File: src/sv/sri_pkg.sv
`default_nettype none
// ----------------------------------------------------------------------------
// sri_pkg - shared types and constants
// Request/response structs, divider status and sequencer states for the
// strided range intersection unit.
// ----------------------------------------------------------------------------
package sri_pkg;

	localparam int ADDR_W = 32;
	localparam int DW     = 2 * ADDR_W;
	localparam int CNT_W  = $clog2(DW) + 1;

	typedef struct packed {
		logic [31:0] start_a;
		logic [31:0] end_a;
		logic [31:0] step_a;
		logic [31:0] start_b;
		logic [31:0] end_b;
		logic [31:0] step_b;
	} sri_req_t;

	typedef struct packed {
		logic        overlap;
		logic [31:0] first_shared;
		logic [63:0] shared_step;
		logic [32:0] shared_count;
	} sri_rsp_t;

	typedef struct packed {
		logic          done;
		logic [DW-1:0] quo;
		logic [DW-1:0] rem;
	} div_res_t;

	typedef enum logic [4:0] {
		ST_IDLE, ST_CHECK, ST_DWAIT, ST_DELTA, ST_GCD, ST_GSTEP, ST_GCHK,
		ST_MQ, ST_S2G, ST_LCM, ST_DGM, ST_INV0, ST_INVL, ST_INVQ, ST_INVU,
		ST_INVF, ST_KMOD, ST_OFFS, ST_CNT0, ST_FIN, ST_ZERO, ST_OUT
	} sri_state_t;

endpackage
`default_nettype wire

File: src/sv/sri_div.sv
`default_nettype none
// ----------------------------------------------------------------------------
// sri_div - shared restoring divider
// One quotient bit per cycle; quotient and remainder hold until next start.
// ----------------------------------------------------------------------------
module sri_div import sri_pkg::*; (
	input  wire logic          clk,
	input  wire logic          arst_n,
	input  wire logic          start,
	input  wire logic [DW-1:0] dividend,
	input  wire logic [DW-1:0] divisor,
	output div_res_t           res
);
	logic [DW-1:0]    rem_q, quo_q, d_q;
	logic [CNT_W-1:0] cnt_q;
	logic             busy_q, done_q;
	logic [DW:0]      trial;
	logic             fits;

	assign trial = {rem_q, quo_q[DW-1]};
	assign fits  = trial >= {1'b0, d_q};

	always_ff @(posedge clk or negedge arst_n) begin
		if (!arst_n) begin
			busy_q <= 1'b0;
			done_q <= 1'b0;
			cnt_q  <= '0;
		end else begin
			done_q <= 1'b0;
			if (start) begin
				busy_q <= 1'b1;
				cnt_q  <= CNT_W'(DW);
			end else if (busy_q) begin
				cnt_q <= cnt_q - 1'b1;
				if (cnt_q == CNT_W'(1)) begin
					busy_q <= 1'b0;
					done_q <= 1'b1;
				end
			end
		end
	end

	always_ff @(posedge clk) begin
		if (start) begin
			rem_q <= '0;
			quo_q <= dividend;
			d_q   <= divisor;
		end else if (busy_q) begin
			// subtract where the shifted remainder covers the divisor
			rem_q <= fits ? DW'(trial - {1'b0, d_q}) : trial[DW-1:0];
			quo_q <= {quo_q[DW-2:0], fits};
		end
	end

	assign res.done = done_q;
	assign res.quo  = quo_q;
	assign res.rem  = rem_q;
endmodule
`default_nettype wire

File: config.mk
export PLATFORM = sky130hd
export DESIGN_NAME = sri_div
export DESIGN_NICKNAME = d
export VERILOG_FILES = /design/src/sv/sri_pkg.sv /design/src/sv/sri_div.sv
export SDC_FILE = /design/constraint.sdc
export NUM_CORES = 1
export LEC_CHECK = 0
export ABC_CLOCK_PERIOD_IN_PS = 9400
export BUFFER_PORTS_ARGS = -buffer_cell sky130_fd_sc_hd__buf_2
export CORE_ASPECT_RATIO = 1.5
export CORE_MARGIN = 1.5
export CORE_UTILIZATION = 60
export DETAILED_ROUTE_END_ITERATION = 7
export PLACE_DENSITY_LB_ADDON = 0.3
export SYNTH_ARGS = -nofsm -noshare
export SYNTH_HDL_FRONTEND = slang
export SYNTH_SLANG_ARGS = --single-unit
File: constraint.sdc
create_clock -name clk -period 9.4 [get_ports clk]
set_input_delay 1.88 -clock clk [delete_from_list [all_inputs] [get_ports clk]]
set_output_delay 1.88 -clock clk [all_outputs]
set_load 0.005 [all_outputs]
==> reports/qor.csv <==
metric;value;unit
status;finished, final reports clean;
drc;0;
synth-seq-area-share;0.453;
nNetsFinal;1638;
cp-start-kind;flop;
synthArstFlopShare;0.0448;
routed_via_density;5.98;
clock_power_share;0.208;
cts_tree;built;
core;19200;µm²
rsz0062_at_grt;false;
leakagePower;0.00614;µW
setup_viol;0;
finalHoldViolCount;0;
crit_buf_inv;1;
avgSynthCellArea;9.76;µm²
grt_max_degree;77;
irDropWorstVdd;0.176;mV
crit_family;compound AO/OA/AOI/OAI gates;
cts_buffer_depth;3;
period_minus_slack;4120;ps
ctsResizeCount;0;
setup_slack;5280;ps
p_int;2350;µW
routed_wl;31.8;mm
crit_path_end_kind;flop;
cts_root_buffer;clkbuf_16;
cts-buffers-inserted;21;
ant_nets;0;
cts_htree_levels;1;
place_ws;5350;ps
crit_path_top_delay_cell;a41o_1;
maxCapViolCount;0;
p_sw;1590;µW
synth_edf_count;128;
placed_area;13200;µm²
drtIter0Drc;690;
yosys_register_bits;201;
die_h;175;µm
finalCritPeriodShare;0.439;
synth_area;11800;µm²
rows;62;
port_buffers;259;
wl_per_cell;18.6;µm
yosysUniqueCellTypes;72;
synth_warnings;0;
crit_path_max_incr_delay;780;ps
postCtsSetupBuffers;0;
drive_gt1_frac;0.264;
clock_latency;510;ps
layout.filler_cells;1450;
min_from;rem_q[23];
seqPwrFrac;0.332;
start_util;0.614;
stdcell_area;13900;µm²
final_common_cell;buf_2;
grt_pass1_wl;50.2;mm
ios;260;
dp_hpwl;23.6;mm
antenna_found_initial;0;
finalClockSkew;14.5;ps
area_delta_synth_final;17.6;%
vias;10200;
cp-startpoint;d_q[14];
path_common_cell;nand2_1;
syn_inst;1211;
grt_usage;0.303;
dr.pass1.iters;5;
die_w;118;µm
pwr-share-comb;0.461;
gr-total-overflow;0;
maxSlewHeadroom;0.295;
critical_path_required;9800;ps
worstPathMaxFanout;21;
synth_ff_type;edfxtp_1;
layout_common_cells;buf_2, edfxtp_1, nand2_1;
n_antenna_cell;0;
r2r-start;d_q[14];
cp.arrival;4530;ps
grt_pass1_vias;10300;
die_area;20600;µm²
slew_violations;0;
cts_hold_buffers;0;
clock_sinks;201;
swShare;0.403;
hp-class;reg -> reg;
p_per_area;284;nW/µm²
fmax;0.243;GHz
cp_cell_sequence;inv_1 > ha_1 > nand2_1 > or4_1 > a211o_1 > a311oi_2 > o211ai_1 > nand3_2 > a41o_1 > nand2_1 > o221ai_1;
setup_tns;0;ps
setup.worst_path.class;reg -> reg;
syn-num-nets;1409;
place_congestion;0.941;
worst_pin_slew;1050;ps
path_clk_slew;70;ps
power by group through the flow:
stage | sequential [µW] | clock [µW] | combinational (µW)
5_1_grt | 1330 | 864 | 2000
6_report | 1310 | 819 | 1820
3_5_place_dp | 1320 | 0 | 1780
3_3_place_gp | 1310 | 0 | 1750
2_1_floorplan | 1300 | 0 | 1300
4_1_cts | 1300 | 833 | 1800
registers in the layout, indices dropped and copies added (netlist names):
signal  cells
d_q        64
done_q      1
rem_q      64
cnt_q       7
busy_q      1
quo_q      64
Yosys cell counts, types with 14 or more instances:
cell type    n  area [µm²]
a211oi_1    35         263
a21o_1      17         128
a21oi_1    109         546
a31oi_1     14        87.6
buf_2       15        75.1
clkbuf_1    35         131
dfxtp_1     64        1280
edfxtp_1   128        3840
ha_1        66         826
inv_1       86         323
mux2_2      64         721
nand2_1    110         413
nand3_1     14        70.1
nand4_1     20         125
nor2_1     103         387
nor3_1      21         105
o21ai_0     53         265
o21ai_1     20         100
xnor2_1     45         394
xor2_1      21         184
path summary, 6_finish.rpt:
kind / end / slack [ps] / cells past startpoint
hold reg to reg: rem_q[23] / 490 / 2
min in group asynchronous: cnt_q[1] / 1220 / 1
hold / removal: rem_q[23] / 490 / 2
setup / recovery: rem_q[54] / 5280 / 11
setup reg to reg: rem_q[54] / 5280 / 11
max in group asynchronous: busy_q / 7980 / 1
worst register-to-register path, cell delays in order (launching register included):
cell and delay [ps]:
edfxtp_1 320, inv_1 40, ha_1 410, nand2_1 150, or4_1 500, a211o_1 270
a311oi_2 350, o211ai_1 150, nand3_2 170, a41o_1 780, nand2_1 540, o221ai_1 330
logic make-up (layout without fill, tap and decap cells):
family,Yosys count,after routing,synth area share
multiplexers,66,66,0.0627
AND/OR/NAND/NOR,319,319,0.121
buffers and inverters,147,391,0.0523
flip-flops,201,201,0.453
adder cells (fa/ha/maj),67,67,0.0716
XOR/XNOR,66,66,0.0489
AO/OA/AOI/OAI,345,345,0.191
per-layer routing:
| layer | share of wire | global-route usage | vias up | wire [µm] |
|---|---|---|---|---|
| li1 | - | - | 4874 | - |
| met1 | 0.36 | 0.315 | 4799 | 11400 |
| met2 | 0.53 | 0.575 | 444 | 16700 |
| met3 | 0.066 | 0.0627 | 118 | 2110 |
| met4 | 0.048 | 0.145 | 0 | 1530 |
| met5 | 0 | 0 | - | 0 |
stage by stage:
step / std cells / utilization / power (µW) / hold slack [ps]
after floorplan: 1211 / - / 2600 / 473
after global placement: 1673 / 0.687 / 3060 / 475
after detailed placement: 1673 / 0.687 / 3100 / 481
after CTS: 1711 / 0.722 / 3930 / 490
after global routing: 1711 / 0.722 / 4190 / 526
final: 1711 / 0.722 / 3940 / 490
cell type report:
class / instances / area (µm²) / share of cell area
clock buffers: 23 / 533 / 0.0384
clock inverters: 15 / 143 / 0.0103
inverters: 86 / 323 / 0.0232
multi-input cells: 863 / 5860 / 0.422
flip-flops and latches: 201 / 5350 / 0.385
well taps: 256 / 320 / 0.0230
repair buffers: 267 / 1360 / 0.0980
No activity file was read; power rests on OpenSTA's default activity.
