==> config.mk <==
export PLATFORM = sky130hd
export DESIGN_NAME = sri_mul
export DESIGN_NICKNAME = d
export VERILOG_FILES = /design/src/sv/sri_pkg.sv /design/src/sv/sri_mul.sv
export SDC_FILE = /design/constraint.sdc
export NUM_CORES = 2
export LEC_CHECK = 0
export BUFFER_PORTS_ARGS = -buffer_cell sky130_fd_sc_hd__clkbuf_2
export CORE_MARGIN = 2
export CORE_UTILIZATION = 45
export CTS_CLUSTER_SIZE = 10
export DETAILED_ROUTE_END_ITERATION = 12
export PLACE_DENSITY = 0.66
export REMOVE_ABC_BUFFERS = 1
export SYNTH_ARGS = -nofsm -noshare
export SYNTH_HDL_FRONTEND = slang
export SYNTH_SLANG_ARGS = --single-unit
==> constraint.sdc <==
create_clock -name clk -period 14.3 [get_ports clk]
set_input_delay 0.715 -clock clk [delete_from_list [all_inputs] [get_ports clk]]
set_output_delay 0.715 -clock clk [all_outputs]
set_load 0.05 [all_outputs]
==> src/sv/sri_pkg.sv <==
`default_nettype none
// ----------------------------------------------------------------------------
// sri_pkg - shared types and constants
// Request/response structs, divider status and sequencer states for the
// strided range intersection unit.
// ----------------------------------------------------------------------------
package sri_pkg;

	localparam int ADDR_W = 32;
	localparam int DW     = 2 * ADDR_W;
	localparam int CNT_W  = $clog2(DW) + 1;

	typedef struct packed {
		logic [31:0] start_a;
		logic [31:0] end_a;
		logic [31:0] step_a;
		logic [31:0] start_b;
		logic [31:0] end_b;
		logic [31:0] step_b;
	} sri_req_t;

	typedef struct packed {
		logic        overlap;
		logic [31:0] first_shared;
		logic [63:0] shared_step;
		logic [32:0] shared_count;
	} sri_rsp_t;

	typedef struct packed {
		logic          done;
		logic [DW-1:0] quo;
		logic [DW-1:0] rem;
	} div_res_t;

	typedef enum logic [4:0] {
		ST_IDLE, ST_CHECK, ST_DWAIT, ST_DELTA, ST_GCD, ST_GSTEP, ST_GCHK,
		ST_MQ, ST_S2G, ST_LCM, ST_DGM, ST_INV0, ST_INVL, ST_INVQ, ST_INVU,
		ST_INVF, ST_KMOD, ST_OFFS, ST_CNT0, ST_FIN, ST_ZERO, ST_OUT
	} sri_state_t;

endpackage
`default_nettype wire

==> src/sv/sri_mul.sv <==
`default_nettype none
// ----------------------------------------------------------------------------
// sri_mul - shared registered multiplier
// Unsigned ADDR_W by ADDR_W product, loaded on go and held otherwise.
// ----------------------------------------------------------------------------
module sri_mul import sri_pkg::*; (
	input  wire logic              clk,
	input  wire logic              go,
	input  wire logic [ADDR_W-1:0] a,
	input  wire logic [ADDR_W-1:0] b,
	output logic      [DW-1:0]     p
);
	logic [DW-1:0] p_q;

	always_ff @(posedge clk) begin
		if (go) begin
			p_q <= DW'(a) * DW'(b);
		end
	end

	assign p = p_q;
endmodule
`default_nettype wire

==> impl_metrics.xml <==
<?xml version="1.0" encoding="UTF-8"?>
<metrics>
  <group name="drt">
    <metric name="drtPass1Iterations" unit="">5</metric>
    <metric name="route.detailed.drc" unit="">0</metric>
    <metric name="routed-via-count" unit="">25000</metric>
    <metric name="avgRoutedWirePerCell" unit="microns">19.81</metric>
    <metric name="viasPerCell" unit="">5.273</metric>
    <metric name="drt_iter0_drc" unit="">1606</metric>
    <metric name="postRouteAntennaNets" unit="">0</metric>
    <metric name="drt-total-wl" unit="mm">93.91</metric>
  </group>
  <group name="critical_path">
    <metric name="critical_path_class" unit="">input port to flip-flop</metric>
    <metric name="cp_common_cell" unit="">sky130_fd_sc_hd__fa_1</metric>
    <metric name="worstSetupStartpointType" unit="">input port</metric>
    <metric name="crit_path_max_delay_cell_type" unit="">sky130_fd_sc_hd__clkbuf_2</metric>
    <metric name="worstPathMaxFanout" unit="">32</metric>
    <metric name="cell_by_cell_trace_of_the_critical_path" unit="">clkbuf_2 -&gt; nand2_1 -&gt; fa_1 -&gt; inv_1 -&gt; fa_1 -&gt; inv_1 -&gt; fa_1 -&gt; inv_1 -&gt; fa_1 -&gt; fa_1 -&gt; fa_1 -&gt; fa_1 -&gt; inv_1 -&gt; fa_1 -&gt; inv_1 -&gt; ha_1 -&gt; nand4_1 -&gt; or4_1 -&gt; or3_1 -&gt; a31oi_1 -&gt; a31o_2 -&gt; a211oi_1 -&gt; o21ai_1 -&gt; xor2_1</metric>
    <metric name="critPathArrivalTime" unit="ps">8670</metric>
    <metric name="required" unit="ps">14410</metric>
    <metric name="crit_path_end_kind" unit="">flip-flop</metric>
    <metric name="max_stage_delay" unit="ps">720</metric>
  </group>
  <group name="timing">
    <metric name="max_freq" unit="GHz">0.1168</metric>
    <metric name="slew-limit-headroom" unit="%">34.08</metric>
    <metric name="final.min_clock_period" unit="ps">8558</metric>
    <metric name="timing.final.crit_share" unit="%">59.85</metric>
    <metric name="report.final.hold_viol_count" unit="">0</metric>
    <metric name="timing.final.max_slew_violations" unit="">0</metric>
    <metric name="worst_slew_pin_slew" unit="ps">988.8</metric>
    <metric name="unrepaired_setup_endpoints_after_global_routing" unit="">no</metric>
    <metric name="timing.final.setup_violations" unit="">0</metric>
    <metric name="fin_setup_tns" unit="ps">0</metric>
  </group>
  <group name="logic_synthesis">
    <metric name="synth_edf_count" unit="">64</metric>
    <metric name="ys.warnings.count" unit="">0</metric>
    <metric name="sequential_element_share_of_the_synthesized_area" unit="%">5.442</metric>
    <metric name="synthesis.area" unit="sq mm">0.03532</metric>
    <metric name="synth_area_per_cell" unit="sq um">9.423</metric>
    <metric name="synth.ff_latch_count" unit="">64</metric>
    <metric name="post_synth_num_cell_types" unit="">57</metric>
    <metric name="dominantRegCellSynth" unit="">sky130_fd_sc_hd__edfxtp_1</metric>
    <metric name="synth_async_sr_flop_share" unit="%">0</metric>
    <metric name="synthesis.instances" unit="">3748</metric>
  </group>
  <group name="worst_hold_path">
    <metric name="worst_hold_path_endpoint" unit="">p[56]</metric>
    <metric name="worst_hold_startpoint" unit="">go</metric>
    <metric name="hold_path.class" unit="">input port to flip-flop</metric>
    <metric name="hold_critical_path_depth" unit="">2</metric>
  </group>
  <group name="clock_network">
    <metric name="postCtsSetupRepairBufs" unit="">0</metric>
    <metric name="numClockSinks" unit="">64</metric>
    <metric name="cts.hold.buffers_added" unit="">0</metric>
    <metric name="htree_num_levels" unit="">3</metric>
    <metric name="cts_resized" unit="">0</metric>
    <metric name="root_buffer" unit="">sky130_fd_sc_hd__clkbuf_16</metric>
    <metric name="cts_inserted_buffers" unit="">9</metric>
    <metric name="clkTransAtPathRegs" unit="ps">60</metric>
    <metric name="cts_tree" unit="">yes</metric>
    <metric name="clockBufferDepth" unit="">2</metric>
  </group>
  <group name="global_routing">
    <metric name="global_route.overflow_total" unit="">0</metric>
    <metric name="first_pass_grt_wire_length" unit="mm">151.8</metric>
    <metric name="antenna_violations_before_repair" unit="">2</metric>
    <metric name="gr-usage-all-layers" unit="%">24.31</metric>
    <metric name="grt_start_max_net_pins" unit="">65</metric>
    <metric name="number_of_global_route_vias_before_repair" unit="">27260</metric>
  </group>
  <group name="placed_design">
    <metric name="replace_congestion" unit="">0.9393</metric>
    <metric name="post-dp-hpwl" unit="mm">73.84</metric>
    <metric name="numPlacedInstances" unit="">4724</metric>
    <metric name="port_buffers" unit="">129</metric>
  </group>
  <group name="layout">
    <metric name="largest_reg_flops" unit="">64</metric>
    <metric name="seqCellArea" unit="sq mm">0.001922</metric>
    <metric name="layout_commonest_cell" unit="">sky130_fd_sc_hd__fa_1</metric>
    <metric name="multi_input_combinational_cell_area" unit="sq mm">0.02931</metric>
    <metric name="final_cell_mix" unit="">sky130_fd_sc_hd__fa_1 (896), sky130_fd_sc_hd__inv_1 (865), sky130_fd_sc_hd__and2_1 (602)</metric>
    <metric name="fin_nets" unit="">4920</metric>
    <metric name="stdcell_count" unit="">4741</metric>
    <metric name="post_route_cells_drive_above_1_share" unit="%">5.108</metric>
    <metric name="synthToLayoutAreaGrowth" unit="%">4.670</metric>
    <metric name="num-fill-cells" unit="">7495</metric>
  </group>
  <group name="floorplan">
    <metric name="die_extent_in_y" unit="microns">284.1</metric>
    <metric name="io_pins" unit="">130</metric>
    <metric name="die_w" unit="microns">284.1</metric>
    <metric name="floorplan.initialDensity" unit="%">45.51</metric>
    <metric name="total_die_area" unit="sq mm">0.08074</metric>
    <metric name="rows" unit="">102</metric>
    <metric name="floorplan_core_area" unit="sq mm">0.07759</metric>
  </group>
  <group name="status">
    <metric name="outcome" unit="">completed</metric>
  </group>
  <group name="run">
    <metric name="max_cap_check_violation_count" unit="">0</metric>
  </group>
</metrics>
area by class of cell:
class | count | share of cell area (%)
Antenna cell | 1 | 0.006770
Clock buffer | 9 | 0.6093
Clock inverter | 7 | 0.2843
Inverter | 865 | 8.783
Multi-Input combinational cell | 2599 | 79.30
Sequential cell | 64 | 5.199
Tap cell | 1040 | 3.520
Timing Repair Buffer | 156 | 2.295
worst max-delay path: cells and delay by family:
| kind | cells | cell delay [ps] |
|---|---|---|
| AO/OA/AOI/OAI | 4 | 1170 |
| XOR/XNOR | 1 | 90 |
| adder cells (fa/ha/maj) | 9 | 4460 |
| buffers and inverters | 6 | 980 |
| AND/OR/NAND/NOR | 4 | 1210 |
cell families (layout without fill, tap and decap cells):
kind of cell	after synthesis	after routing	synth area share, %
mux	1	1	0.02834
buf+inv	1085	1037	11.55
flops	64	64	5.442
other cells	0	1	0
fa+ha+maj	1159	1159	60.11
compound gates	202	202	4.078
simple gates	1177	1177	17.30
xor+xnor	60	60	1.488
per-layer routing:
metal	wire length (microns)	GRT usage, %
met5	0	0
met4	3099	7.566
met1	38310	31.90
met3	5378	3.258
met2	47120	41.82
per-stage QoR:
stage          setup slack, ps  instance area [sq um]  hold slack [ps]  utilization, %
5_1_grt                   5439                  36960             1119           47.64
2_1_floorplan             6990                  34480            827.5               -
4_1_cts                   5881                  36960             1096           47.64
6_report                  5742                  36970             1115           47.64
3_3_place_gp              5548                  36630             1277           47.21
3_5_place_dp              5505                  36630             1279           47.21
Yosys cell counts (12+ instances only):
master                       n  share of area [%]
sky130_fd_sc_hd__fa_1      896                 51
sky130_fd_sc_hd__inv_1     865                9.2
sky130_fd_sc_hd__and2_1    602                 11
sky130_fd_sc_hd__nand2_1   480                5.1
sky130_fd_sc_hd__ha_1      263                9.3
sky130_fd_sc_hd__clkbuf_1  213                2.3
sky130_fd_sc_hd__edfxtp_1   64                5.4
sky130_fd_sc_hd__a21oi_1    63               0.89
sky130_fd_sc_hd__a21o_1     40               0.85
sky130_fd_sc_hd__xnor2_1    35               0.87
sky130_fd_sc_hd__xor2_1     25               0.62
sky130_fd_sc_hd__nand4_1    23               0.41
sky130_fd_sc_hd__o21ai_0    21               0.30
sky130_fd_sc_hd__nor2_1     20               0.21
sky130_fd_sc_hd__and3_1     14               0.25
sky130_fd_sc_hd__a31oi_1    12               0.21
worst max path at each step:
stage,from,endpoint,slack [ps],cells after the start
floorplan,a[26],p[62],6990,22
global placement,a[10],p[62],5550,23
detailed placement,a[10],p[62],5500,23
CTS,a[10],p[62],5880,23
global route,b[8],p[62],5440,24
finish,b[11],p[62],5740,24
Power is left out: the tool's default activity adds up to more than one toggle a clock period on the data nets, which glitch-free logic cannot reach.
